**config.mk**
```make
export PLATFORM = sky130hd
export DESIGN_NAME = hex_id_string_parser_core
export DESIGN_NICKNAME = d
export VERILOG_FILES = /design/src/rtl/hisp_pkg.sv /design/src/rtl/hisp_regs.sv /design/src/rtl/hisp_ctrl.sv /design/src/rtl/hisp_dp.sv /design/src/rtl/hex_id_string_parser_core.sv
export SDC_FILE = /design/constraint.sdc
export NUM_CORES = 1
export LEC_CHECK = 0
export BUFFER_PORTS_ARGS = -buffer_cell sky130_fd_sc_hd__buf_4
export CAP_MARGIN = 5
export CORE_ASPECT_RATIO = 1.5
export CORE_MARGIN = 1
export CORE_UTILIZATION = 45
export DETAILED_ROUTE_END_ITERATION = 7
export HOLD_SLACK_MARGIN = 0.08
export MAX_ROUTING_LAYER = met4
export REMOVE_ABC_BUFFERS = 1
export SLEW_MARGIN = 10
export SYNTH_ARGS = -nofsm -noshare
export SYNTH_HDL_FRONTEND = slang
export SYNTH_SLANG_ARGS = --single-unit
```
**constraint.sdc**
```tcl
create_clock -name clk -period 2.7 [get_ports clk]
set_input_delay 0.135 -clock clk [delete_from_list [all_inputs] [get_ports clk]]
set_output_delay 0.135 -clock clk [all_outputs]
set_load 0.005 [all_outputs]
```
**src/rtl/hisp_pkg.sv**
```systemverilog
// Shared types, constants and the hex digit decoder for the hex identifier parser.
package hisp_pkg;

  // Identifier geometry
  localparam int unsigned ID_BYTES   = 17;
  localparam int unsigned UUID_BYTES = 16;
  localparam int unsigned IDX_W      = 5;

  localparam logic [IDX_W-1:0] LAST_IDX   = IDX_W'(ID_BYTES - 1);
  localparam logic [IDX_W-1:0] FULL_CNT   = IDX_W'(ID_BYTES);
  localparam logic [IDX_W-1:0] SHORT_CNT  = IDX_W'(UUID_BYTES);

  // Character codes
  localparam logic [7:0] CH_DASH  = 8'h2D;
  localparam logic [7:0] CH_ZERO  = 8'h30;
  localparam logic [7:0] CH_NINE  = 8'h39;
  localparam logic [7:0] CH_UP_A  = 8'h41;
  localparam logic [7:0] CH_UP_F  = 8'h46;
  localparam logic [7:0] CH_LO_A  = 8'h61;
  localparam logic [7:0] CH_LO_F  = 8'h66;

  // Register reset values
  localparam logic [7:0] SGTIN_HDR_RST = 8'd48;
  localparam logic [7:0] GID_HDR_RST   = 8'd53;

  // Input action codes
  localparam logic ACT_CHAR = 1'b0;
  localparam logic ACT_END  = 1'b1;

  // Identifier type codes
  typedef enum logic [2:0] {
    TYPE_UNDEFINED = 3'd0,
    TYPE_UUID      = 3'd1,
    TYPE_SGTIN     = 3'd2,
    TYPE_GID       = 3'd3,
    TYPE_OTHER     = 3'd4
  } id_type_t;

  // Controller states
  typedef enum logic {
    ST_PARSE = 1'b0,
    ST_EMIT  = 1'b1
  } state_t;

  // Commands from controller to datapath
  typedef struct packed {
    logic take_char;
    logic end_str;
    logic out_taken;
  } cmd_t;

  // Status from datapath to controller
  typedef struct packed {
    logic last_item;
  } status_t;

  // Decoded hex digit
  typedef struct packed {
    logic       bad;
    logic [3:0] nib;
  } hex_t;

  function automatic hex_t hex_decode(input logic [7:0] ch);
    hex_t h;
    logic [7:0] d;
    h.bad = 1'b0;
    h.nib = 4'd0;
    d     = 8'd0;
    if (ch >= CH_ZERO && ch <= CH_NINE) begin
      d = ch - CH_ZERO;
    end else if (ch >= CH_UP_A && ch <= CH_UP_F) begin
      d = ch - CH_UP_A + 8'd10;
    end else if (ch >= CH_LO_A && ch <= CH_LO_F) begin
      d = ch - CH_LO_A + 8'd10;
    end else begin
      h.bad = 1'b1;
    end
    h.nib = d[3:0];
    return h;
  endfunction

endpackage

```
**src/rtl/hisp_regs.sv**
```systemverilog
// Configuration register block: header values behind an APB-style port.
module hisp_regs (
  input  logic       clk,
  input  logic       rst_n,
  input  logic       psel,
  input  logic       penable,
  input  logic       pwrite,
  input  logic [2:0] paddr,
  input  logic [31:0] pwdata,
  output logic [31:0] prdata,
  output logic       pready,
  output logic [7:0] sgtin_hdr,
  output logic [7:0] gid_hdr
);
  import hisp_pkg::*;

  logic [7:0] sgtin_hdr_r, sgtin_hdr_nxt;
  logic [7:0] gid_hdr_r, gid_hdr_nxt;
  logic       wr_en;

  assign pready = 1'b1;
  assign wr_en  = psel & penable & pwrite;

  // Decode the word address of a write
  always_comb begin
    sgtin_hdr_nxt = sgtin_hdr_r;
    gid_hdr_nxt   = gid_hdr_r;
    if (wr_en) begin
      if (paddr[2]) begin
        gid_hdr_nxt = pwdata[7:0];
      end else begin
        sgtin_hdr_nxt = pwdata[7:0];
      end
    end
  end

  always_ff @(posedge clk) begin
    if (!rst_n) begin
      sgtin_hdr_r <= SGTIN_HDR_RST;
      gid_hdr_r   <= GID_HDR_RST;
    end else begin
      sgtin_hdr_r <= sgtin_hdr_nxt;
      gid_hdr_r   <= gid_hdr_nxt;
    end
  end

  // Read back
  assign prdata    = {24'd0, paddr[2] ? gid_hdr_r : sgtin_hdr_r};
  assign sgtin_hdr = sgtin_hdr_r;
  assign gid_hdr   = gid_hdr_r;

endmodule

```
**src/rtl/hisp_ctrl.sv**
```systemverilog
// Controller state machine: parse phase and byte emission phase.
module hisp_ctrl (
  input  logic             clk,
  input  logic             rst_n,
  input  logic             in_valid,
  input  logic             in_action,
  output logic             in_stall,
  output logic             out_valid,
  input  logic             out_stall,
  output hisp_pkg::cmd_t    cmd,
  input  hisp_pkg::status_t status
);
  import hisp_pkg::*;

  state_t state_r, state_nxt;
  logic   in_acc;
  logic   out_acc;

  assign in_acc  = in_valid & ~in_stall;
  assign out_acc = out_valid & ~out_stall;

  // Next state
  always_comb begin
    state_nxt = state_r;
    case (state_r)
      ST_PARSE: begin
        if (in_acc && in_action == ACT_END) state_nxt = ST_EMIT;
      end
      ST_EMIT: begin
        if (out_acc && status.last_item) state_nxt = ST_PARSE;
      end
      default: state_nxt = ST_PARSE;
    endcase
  end

  always_ff @(posedge clk) begin
    if (!rst_n) begin
      state_r <= ST_PARSE;
    end else begin
      state_r <= state_nxt;
    end
  end

  // Outputs and datapath commands
  always_comb begin
    in_stall      = 1'b1;
    out_valid     = 1'b0;
    cmd.take_char = 1'b0;
    cmd.end_str   = 1'b0;
    cmd.out_taken = 1'b0;
    case (state_r)
      ST_PARSE: begin
        in_stall      = 1'b0;
        cmd.take_char = in_valid & (in_action == ACT_CHAR);
        cmd.end_str   = in_valid & (in_action == ACT_END);
      end
      ST_EMIT: begin
        out_valid     = 1'b1;
        cmd.out_taken = ~out_stall;
      end
      default: begin
        in_stall = 1'b1;
      end
    endcase
  end

endmodule

```
**src/rtl/hisp_dp.sv**
```systemverilog
// Datapath: hex decode, byte store, end-of-string check, classification and emit.
module hisp_dp (
  input  logic             clk,
  input  logic             rst_n,
  input  hisp_pkg::cmd_t    cmd,
  output hisp_pkg::status_t status,
  input  logic [7:0]       character,
  input  logic [7:0]       sgtin_hdr,
  input  logic [7:0]       gid_hdr,
  output logic             valid_res,
  output logic [2:0]       id_type,
  output logic [4:0]       byte_index,
  output logic [7:0]       byte_value,
  output logic             last
);
  import hisp_pkg::*;

  // Byte store: written at the fill count, read at the emit index
  logic [7:0] store_r [ID_BYTES];

  logic [IDX_W-1:0] count_r, count_nxt;
  logic [3:0]       high_r, high_nxt;
  logic             expect_r, expect_nxt;
  logic             dash_r, dash_nxt;
  logic             stop_r, stop_nxt;
  logic             ok_r, ok_nxt;
  logic             short_r, short_nxt;
  id_type_t         type_r, type_nxt;
  logic [IDX_W-1:0] idx_r, idx_nxt;

  hex_t       hex;
  logic       wr_en;
  logic [7:0] wr_byte;
  logic       mid_zero;
  id_type_t   cls;

  assign hex     = hex_decode(character);
  assign wr_byte = {high_r, hex.nib};

  // Classify from bytes 0 and 6..9
  assign mid_zero = (store_r[6] == 8'd0) && (store_r[7] == 8'd0) &&
                    (store_r[8] == 8'd0) && (store_r[9] == 8'd0);
  always_comb begin
    if (!mid_zero) begin
      cls = TYPE_UUID;
    end else if (store_r[0] == sgtin_hdr) begin
      cls = TYPE_SGTIN;
    end else if (store_r[0] == gid_hdr) begin
      cls = TYPE_GID;
    end else begin
      cls = TYPE_OTHER;
    end
  end

  // Parse and emit bookkeeping
  always_comb begin
    count_nxt  = count_r;
    high_nxt   = high_r;
    expect_nxt = expect_r;
    dash_nxt   = dash_r;
    stop_nxt   = stop_r;
    ok_nxt     = ok_r;
    short_nxt  = short_r;
    type_nxt   = type_r;
    idx_nxt    = idx_r;
    wr_en      = 1'b0;
    if (cmd.take_char && !stop_r) begin
      if (character == CH_DASH) begin
        dash_nxt = 1'b1;
      end else if (hex.bad) begin
        stop_nxt = 1'b1;
      end else if (!expect_r) begin
        high_nxt   = hex.nib;
        expect_nxt = 1'b1;
      end else begin
        wr_en      = 1'b1;
        count_nxt  = count_r + 1'b1;
        expect_nxt = 1'b0;
        if (count_r == LAST_IDX) stop_nxt = 1'b1;
      end
    end
    if (cmd.end_str) begin
      // Latch the verdict and clear the string state
      ok_nxt     = (count_r == FULL_CNT) || (dash_r && count_r == SHORT_CNT);
      short_nxt  = (count_r == SHORT_CNT);
      type_nxt   = cls;
      idx_nxt    = '0;
      count_nxt  = '0;
      high_nxt   = 4'd0;
      expect_nxt = 1'b0;
      dash_nxt   = 1'b0;
      stop_nxt   = 1'b0;
    end
    if (cmd.out_taken) begin
      idx_nxt = idx_r + 1'b1;
    end
  end

  always_ff @(posedge clk) begin
    if (!rst_n) begin
      count_r  <= '0;
      high_r   <= 4'd0;
      expect_r <= 1'b0;
      dash_r   <= 1'b0;
      stop_r   <= 1'b0;
      ok_r     <= 1'b0;
      short_r  <= 1'b0;
      type_r   <= TYPE_UNDEFINED;
      idx_r    <= '0;
    end else begin
      count_r  <= count_nxt;
      high_r   <= high_nxt;
      expect_r <= expect_nxt;
      dash_r   <= dash_nxt;
      stop_r   <= stop_nxt;
      ok_r     <= ok_nxt;
      short_r  <= short_nxt;
      type_r   <= type_nxt;
      idx_r    <= idx_nxt;
    end
  end

  // Store the completed byte
  always_ff @(posedge clk) begin
    if (wr_en) begin
      store_r[count_r] <= wr_byte;
    end
  end

  // Present the current result; the short form reads zero in its last byte
  assign status.last_item = ~ok_r | (idx_r == LAST_IDX);
  assign valid_res  = ok_r;
  assign id_type    = ok_r ? type_r : TYPE_UNDEFINED;
  assign byte_index = ok_r ? idx_r : '0;
  assign byte_value = (!ok_r || (short_r && idx_r == LAST_IDX)) ? 8'd0 : store_r[idx_r];
  assign last       = status.last_item;

endmodule

```
**src/rtl/hex_id_string_parser_core.sv**
```systemverilog
// Hex identifier string parser: characters in one per cycle while parsing.
// An end-of-string request is followed by 17 results for a valid
// identifier, or one for an invalid one, while the input is stalled; the
// emit index walks the byte store one byte per accepted result.
// Headers are written through the APB-style port at addresses 0 and 4.
module hex_id_string_parser_core (
  input  logic        clk,
  input  logic        rst_n,
  input  logic        in_valid,
  output logic        in_stall,
  input  logic        in_action,
  input  logic [7:0]  in_character,
  output logic        out_valid,
  input  logic        out_stall,
  output logic        out_valid_res,
  output logic [2:0]  out_id_type,
  output logic [4:0]  out_byte_index,
  output logic [7:0]  out_byte_value,
  output logic        out_last,
  input  logic        psel,
  input  logic        penable,
  input  logic        pwrite,
  input  logic [2:0]  paddr,
  input  logic [31:0] pwdata,
  output logic [31:0] prdata,
  output logic        pready
);
  import hisp_pkg::*;

  cmd_t       cmd;
  status_t    status;
  logic [7:0] sgtin_hdr;
  logic [7:0] gid_hdr;

  hisp_regs u_regs (
    .clk       (clk),
    .rst_n     (rst_n),
    .psel      (psel),
    .penable   (penable),
    .pwrite    (pwrite),
    .paddr     (paddr),
    .pwdata    (pwdata),
    .prdata    (prdata),
    .pready    (pready),
    .sgtin_hdr (sgtin_hdr),
    .gid_hdr   (gid_hdr)
  );

  hisp_ctrl u_ctrl (
    .clk       (clk),
    .rst_n     (rst_n),
    .in_valid  (in_valid),
    .in_action (in_action),
    .in_stall  (in_stall),
    .out_valid (out_valid),
    .out_stall (out_stall),
    .cmd       (cmd),
    .status    (status)
  );

  hisp_dp u_dp (
    .clk        (clk),
    .rst_n      (rst_n),
    .cmd        (cmd),
    .status     (status),
    .character  (in_character),
    .sgtin_hdr  (sgtin_hdr),
    .gid_hdr    (gid_hdr),
    .valid_res  (out_valid_res),
    .id_type    (out_id_type),
    .byte_index (out_byte_index),
    .byte_value (out_byte_value),
    .last       (out_last)
  );

endmodule

```
=== Yosys cells after proc, flatten, opt, wreduce, memory -nomap -nowiden ===
Memory sizes are Yosys's and may differ from the RTL's. A register that Yosys moved wholly into a read port is not among the register bits.
Cells that the tools add are included.

* Register bits: 39
* Bits in writable memories: 136
* Bits of input ports: 51
* Output and inout port bits: 53
* Memories: 1

* Add/sub/neg operators: 7
* $lt $le $gt $ge: 6
* Equal/unequal tests: 6
* Mux-type cells: 33
* Bitwise gates (word level): 16
* Reductions and logical operators: 30

{| class="wikitable"
|+ Memory list
! memory !! words !! bits a word !! read ports !! clocked after Yosys merged registers in !! wr ports !! line !! RTL
|-
| u_dp.store_r || 17 || 8 || 6 || 1 || 1 || hisp_dp.sv:19 || <nowiki>logic [7:0] store_r [ID_BYTES];</nowiki>
|}

{| class="wikitable"
|+ Operators by type and width
! operator !! number
|-
| logical NOT 8 bit || 4
|-
| two-way mux 5 bit || 5
|-
| two-way mux 1 bit || 17
|-
| equality test 8 bit || 2
|-
| greater-or-equal comparator 8 x 7 -> 1 bit, second input constant || 2
|-
| <= comparator 8 x 7 -> 1 bit, second input constant || 2
|-
| two-way mux 8 bit || 2
|-
| equality test 5 bit, second input constant || 3
|-
| two-way mux 3 bit || 4
|-
| two-way mux 4 bit || 3
|-
| AND reduction 4 bit || 3
|-
| subtractor 4 x 1 -> 4 bit, second input constant || 3
|-
| logical AND 1 bit || 11
|-
| adder 5 x 1 -> 5 bit, second input constant || 2
|-
| NOT 1 bit || 9
|-
| adder 4 bit, second input constant || 2
|-
| equality test 8 x 6 -> 1 bit, second input constant || 1
|-
| greater-or-equal comparator 8 x 6 -> 1 bit, second input constant || 1
|-
| <= comparator 8 x 6 -> 1 bit, second input constant || 1
|-
| bitwise AND 1 bit || 6
|-
| AND reduction 2 bit || 3
|-
| nonzero test 2 bit || 3
|-
| AND reduction 3 bit || 1
|-
| logical NOT 1 bit || 2
|-
| other kinds (5) || 6
|}

=== Logic depth before layout (Yosys ltp) ===
* Depth in word-level cells: 10
* Depth in mapped cells: 8
* Gate-level depth less buffers: 7

=== Hierarchy ===
From an unflattened synthesis, not the netlist that was laid out.

* Cells, all modules: 585
* Area, all modules: 8,351.8 um^2

{| class="wikitable"
|+ By module, submodules not included
! module !! times used !! cells an instance !! area an instance (um^2) !! sequential area each (um^2)
|-
| hisp_dp || 1 || 472 || 7,289.5 || 4,864.7
|-
| hisp_regs || 1 || 102 || 984.7 || 320.3
|-
| hisp_ctrl || 1 || 11 || 77.6 || 20.0
|}

=== Least setup slack after synthesis ===
Ideal clock, no wire load.

* Path type: input to register
* From: input port in_character[3]
* To: memory u_dp.store_r[0][2], data pin
* Data arrival time: 1.797 ns
* Data required time: 2.354 ns
* Setup slack: 0.557 ns
* Stages on the path: 4
* Path buffers: 0
* Cell sequence: or4b_4 > nor3_4 > nand2_1 > o21ai_0

{| class="wikitable"
|+ RTL lines
! element !! line !! RTL
|-
| start: declaration || hex_id_string_parser_core.sv:12 || <nowiki>input logic [7:0] in_character,</nowiki>
|-
| end: declaration || hisp_dp.sv:19 ||
|}

=== Worst setup path after layout ===
* From: register u_dp.idx_r[0]
* To: output port out_byte_value[6]

* Longest elaborated chain between the ends: 4

{| class="wikitable"
|+ Ends and longest elaborated chain
! element !! line !! RTL
|-
| start: declaration || hisp_dp.sv:29 || <nowiki>logic [IDX_W-1:0] idx_r, idx_nxt;</nowiki>
|-
| start signal: assignment || hisp_dp.sv:119 || <nowiki>idx_r <= idx_nxt;</nowiki>
|-
| equality test 5 bit || hisp_dp.sv:135 || <nowiki>assign byte_value = (!ok_r || (short_r && idx_r == LAST_IDX)) ? 8'd0 : store_r[idx_r];</nowiki>
|-
| logical AND 1 bit || hisp_dp.sv:135 ||
|-
| logical OR 1 bit || hisp_dp.sv:135 ||
|-
| two-way mux 8 bit || hisp_dp.sv:135 ||
|-
| end: declaration || hex_id_string_parser_core.sv:18 || <nowiki>output logic [7:0] out_byte_value,</nowiki>
|}

No other way between the ends.

==> metrics.md <==
| Metric | Value |
|---|---|
| Outcome | finished, final reports clean |
| DRT antenna net count | 0 |
| Die area | 18900 µm² |
| Worst setup SP type | flip-flop |
| N_diodes | 0 |
| Least-Margin Pin Slew | 916 ps |
| Crit-path max FO | 8 |
| Yosys top cell area share | 0.524 |
| Synth Warn # | 0 |
| Hold depth | 4 |
| Final net count | 753 |
| Die Span X | 113 µm |
| Hold path start | in_action |
| Period Utilization, post-route | 0.962 |
| Leading area contributor after synthesis | edfxtp_1 |
| Period minus WS final | 2600 ps |
| Static leakage | 3.47 nW |
| DP HPWL | 12.5 mm |
| Worst-path clk slew | 70 ps |
| RSZ-0062 raised after global routing | no |
| RD Place Congestion | 0.764 |
| Worst path bufs/invs | 3 |
| Peak VDD IR | 0.397 mV |
| Total CTS buffers | 17 |
| Leading post-synthesis cells by cell area | edfxtp_1, dfxtp_1, mux2i_1 |
| Area delta synth->final | 17.7% |
| Reg2reg setup slack | 500 ps |
| EDFF count, synth | 144 |
| Total routed wirelength | 18.2 mm |
| Family with the most delay on the worst path | compound AO/OA/AOI/OAI gates |
| Max incr delay on CP | 620 ps |
| Pwr dens | 594 nW/µm² |
| CP most frequent cell | buf_4 |
| Remaining DRCs | 0 |
| Post-Syn Instances | 605 |
| Setup-failing EPs final | 0 |
| Hold EP | u_dp.dash_r |
| Reg-to-Reg End | u_dp.store_r[12][4] |
| Clock Tree Root | clkbuf_16 |
| I/O pin total | 104 |
| Data arrival time of the worst path | 2460 ps |
| Hold Crit Class | in2reg |
| CP Class | reg2out |
| Synthesized flop and latch total | 188 |
| Largest net degree at the start of global routing | 29 |
| Die Ht | 168 µm |
| Maxcap violations | 0 |
| Max Clk Rate | 0.385 GHz |
| Routed len/inst | 19.7 µm |
| TritonCTS clock tree | built |
| Ys async rst share | 0 |
| Core footprint | 17900 µm² |
| Worst path cell trace | inv_1 -> ha_1 -> nand2_1 -> o31a_1 -> a21oi_1 -> buf_4 -> a2111oi_0 -> buf_4 |
| Final core occ | 0.541 |
| Drt pass-1 iters | 6 |
| Hold WS | 87.6 ps |
| Initial antenna violation count | 0 |
| Slew margin rel. | 0.388 |
| Netlist cell types | 57 |
| Slowest CP cell | a2111oi_0 |
| Synth Flop Type | edfxtp_1 |
| Via density | 5.61 |
| Setup Skew | 7.94 ps |
| Via Count | 5179 |
| Worst setup EP type | output pin |
| Max-slew violations | 0 |
| Worst-case reg-to-reg path depth | 6 |
| Total GRT Usage | 0.207 |
| Sink Count | 188 |
| Sequential share of the synthesized area | 0.631 |
| Worst Path Required | 2570 ps |
| Initial core utilization | 0.460 |
| FP Rows | 60 |
| Count of final hold-check violations | 0 |
| Congestion Overflow GR | 0 |
| Number of global-route vias before repair | 4984 |
| Clock Path Buffers | 2 |
| Clock latency at the later pin of the worst-skew pair | 430 ps |
| Htree depth | 4 |
| I/O Buffers | 52 |
| Mapped cell area | 8250 µm² |
| Global-route wire length before repair | 28.1 mm |
| DR iter-0 viols | 291 |
| # fillers | 1465 |
| Syn Area/Cell | 13.6 µm² |
| Worst R2R Start | u_ctrl.state_r |
| Share of cells above drive strength 1 | 0.225 |
[registers in the layout, summed over array words and instances (netlist names), 3 cells and up, named ones only]
name / cells
u_dp.type_r: 3
u_dp.high_r: 4
u_dp.count_r: 5
u_regs.sgtin_hdr: 8
u_regs.gid_hdr: 8
u_dp.store_r: 144
u_dp.idx_r: 5
[placed cells by master (no fill, tap or decap), types with 14 or more instances in the layout]
| cell | instances |
|---|---|
| buf_4 | 82 |
| clkbuf_16 | 17 |
| nor2_1 | 31 |
| nand2_1 | 52 |
| conb_1 | 25 |
| dlygate4sd3_1 | 14 |
| mux2i_1 | 40 |
| a21oi_1 | 25 |
| dfxtp_1 | 42 |
| mux4_2 | 16 |
| edfxtp_1 | 144 |
| nand3_1 | 18 |
[synthesized netlist by cell type, types with 3 or more instances]
master,count
edfxtp_1,144
nand2_1,52
dfxtp_1,44
mux2i_1,40
nor2_1,31
buf_4,28
a21oi_1,25
nand3_1,18
a2111oi_0,16
clkbuf_1,16
mux4_2,16
o21ai_0,12
nor4_1,11
xor2_1,11
nor3_1,10
o211a_1,10
xnor2_1,10
and2_1,9
ha_1,9
inv_1,9
mux2_2,9
a221oi_1,8
a22oi_1,8
nand4_1,6
buf_2,5
and3_1,3
nor2b_1,3
o211ai_1,3
o21bai_1,3
[through the flow]
| step | power (W) | std cells | setup slack, ps | setup TNS (ps) | instance area [µm²] |
|---|---|---|---|---|---|
| 2_1_floorplan | 0.00327 | 576 | -734 | -5870 | 8010 |
| 3_3_place_gp | 0.00335 | 872 | 455 | 0 | 8900 |
| 3_5_place_dp | 0.00336 | 872 | 433 | 0 | 8900 |
| 4_1_cts | 0.00581 | 918 | 36.8 | 0 | 9650 |
| 5_1_grt | 0.00595 | 923 | 5.26 | 0 | 9710 |
| 6_report | 0.00577 | 923 | 102 | 0 | 9710 |
[layer usage]
metal,wire length [µm],global-route usage,share of wire,up-vias
li1,-,-,-,2440
met1,7650,0.251,0.42,2609
met2,9700,0.348,0.53,118
met3,520,0.0400,0.029,12
met4,318,0.0632,0.017,0
met5,0,-,0,-
[worst max path at each step]
stage,start,to,slack [ps],depth (start not counted)
floorplan,flip-flop,out_byte_value[0],-730,3
global placement,flip-flop,out_byte_value[3],460,6
detailed placement,flip-flop,out_byte_value[7],430,7
CTS,flip-flop,out_byte_value[3],40,6
global route,flip-flop,out_byte_value[1],5,6
finish,u_dp.idx_r[0],out_byte_value[6],100,8
[cells by family (layout without fill, tap and decap cells)]
family                   count (synthesis)  in the layout  synth area share
AND/OR/NAND/NOR                        162            162            0.0989
AO/OA/AOI/OAI                           96             96            0.0848
flip-flops                             188            188             0.631
XOR/XNOR                                21             21            0.0223
other                                    2             25          0.000911
multiplexers                            65             65             0.105
adder cells (fa/ha/maj)                  9              9            0.0137
buffers and inverters                   62            140            0.0438
[layout make-up]
class / instances / area, µm² / area share
clock buffers: 17 / 425 / 0.0438
clock inverters: 15 / 175 / 0.0180
inverters: 10 / 37.5 / 0.00387
multi-input cells: 378 / 2790 / 0.287
flip-flops and latches: 188 / 5210 / 0.537
well taps: 217 / 272 / 0.0280
repair buffers: 98 / 803 / 0.0827
[power breakdown]
part / total [W] / internal (W) / switching [W]
clock network: 0.00246 / 0.00125 / 0.00121
registers: 0.00311 / 0.00309 / 0.0000161
logic: 0.000204 / 0.0000977 / 0.000106
total: 0.00577 / 0.00444 / 0.00133
[worst register-to-register path, delay by kind of cell, from the launching register on]
kind / cells / cell delay, ps
and+or+nand+nor: 3 / 800
AOI/OAI and AO/OA: 2 / 510
DFF: 1 / 370
buffers and inverters: 1 / 220
[repair_timing]
action | in CTS | in global routing
hold buffers | 14 | 0
endpoints found under the setup margin | 1 | 7
setup buffers | 0 | 5
gates resized for setup | 1 | 11
gates cloned | 0 | 0
hold endpoints to repair | 23 | 0
No activity file was read; power rests on OpenSTA's default activity.
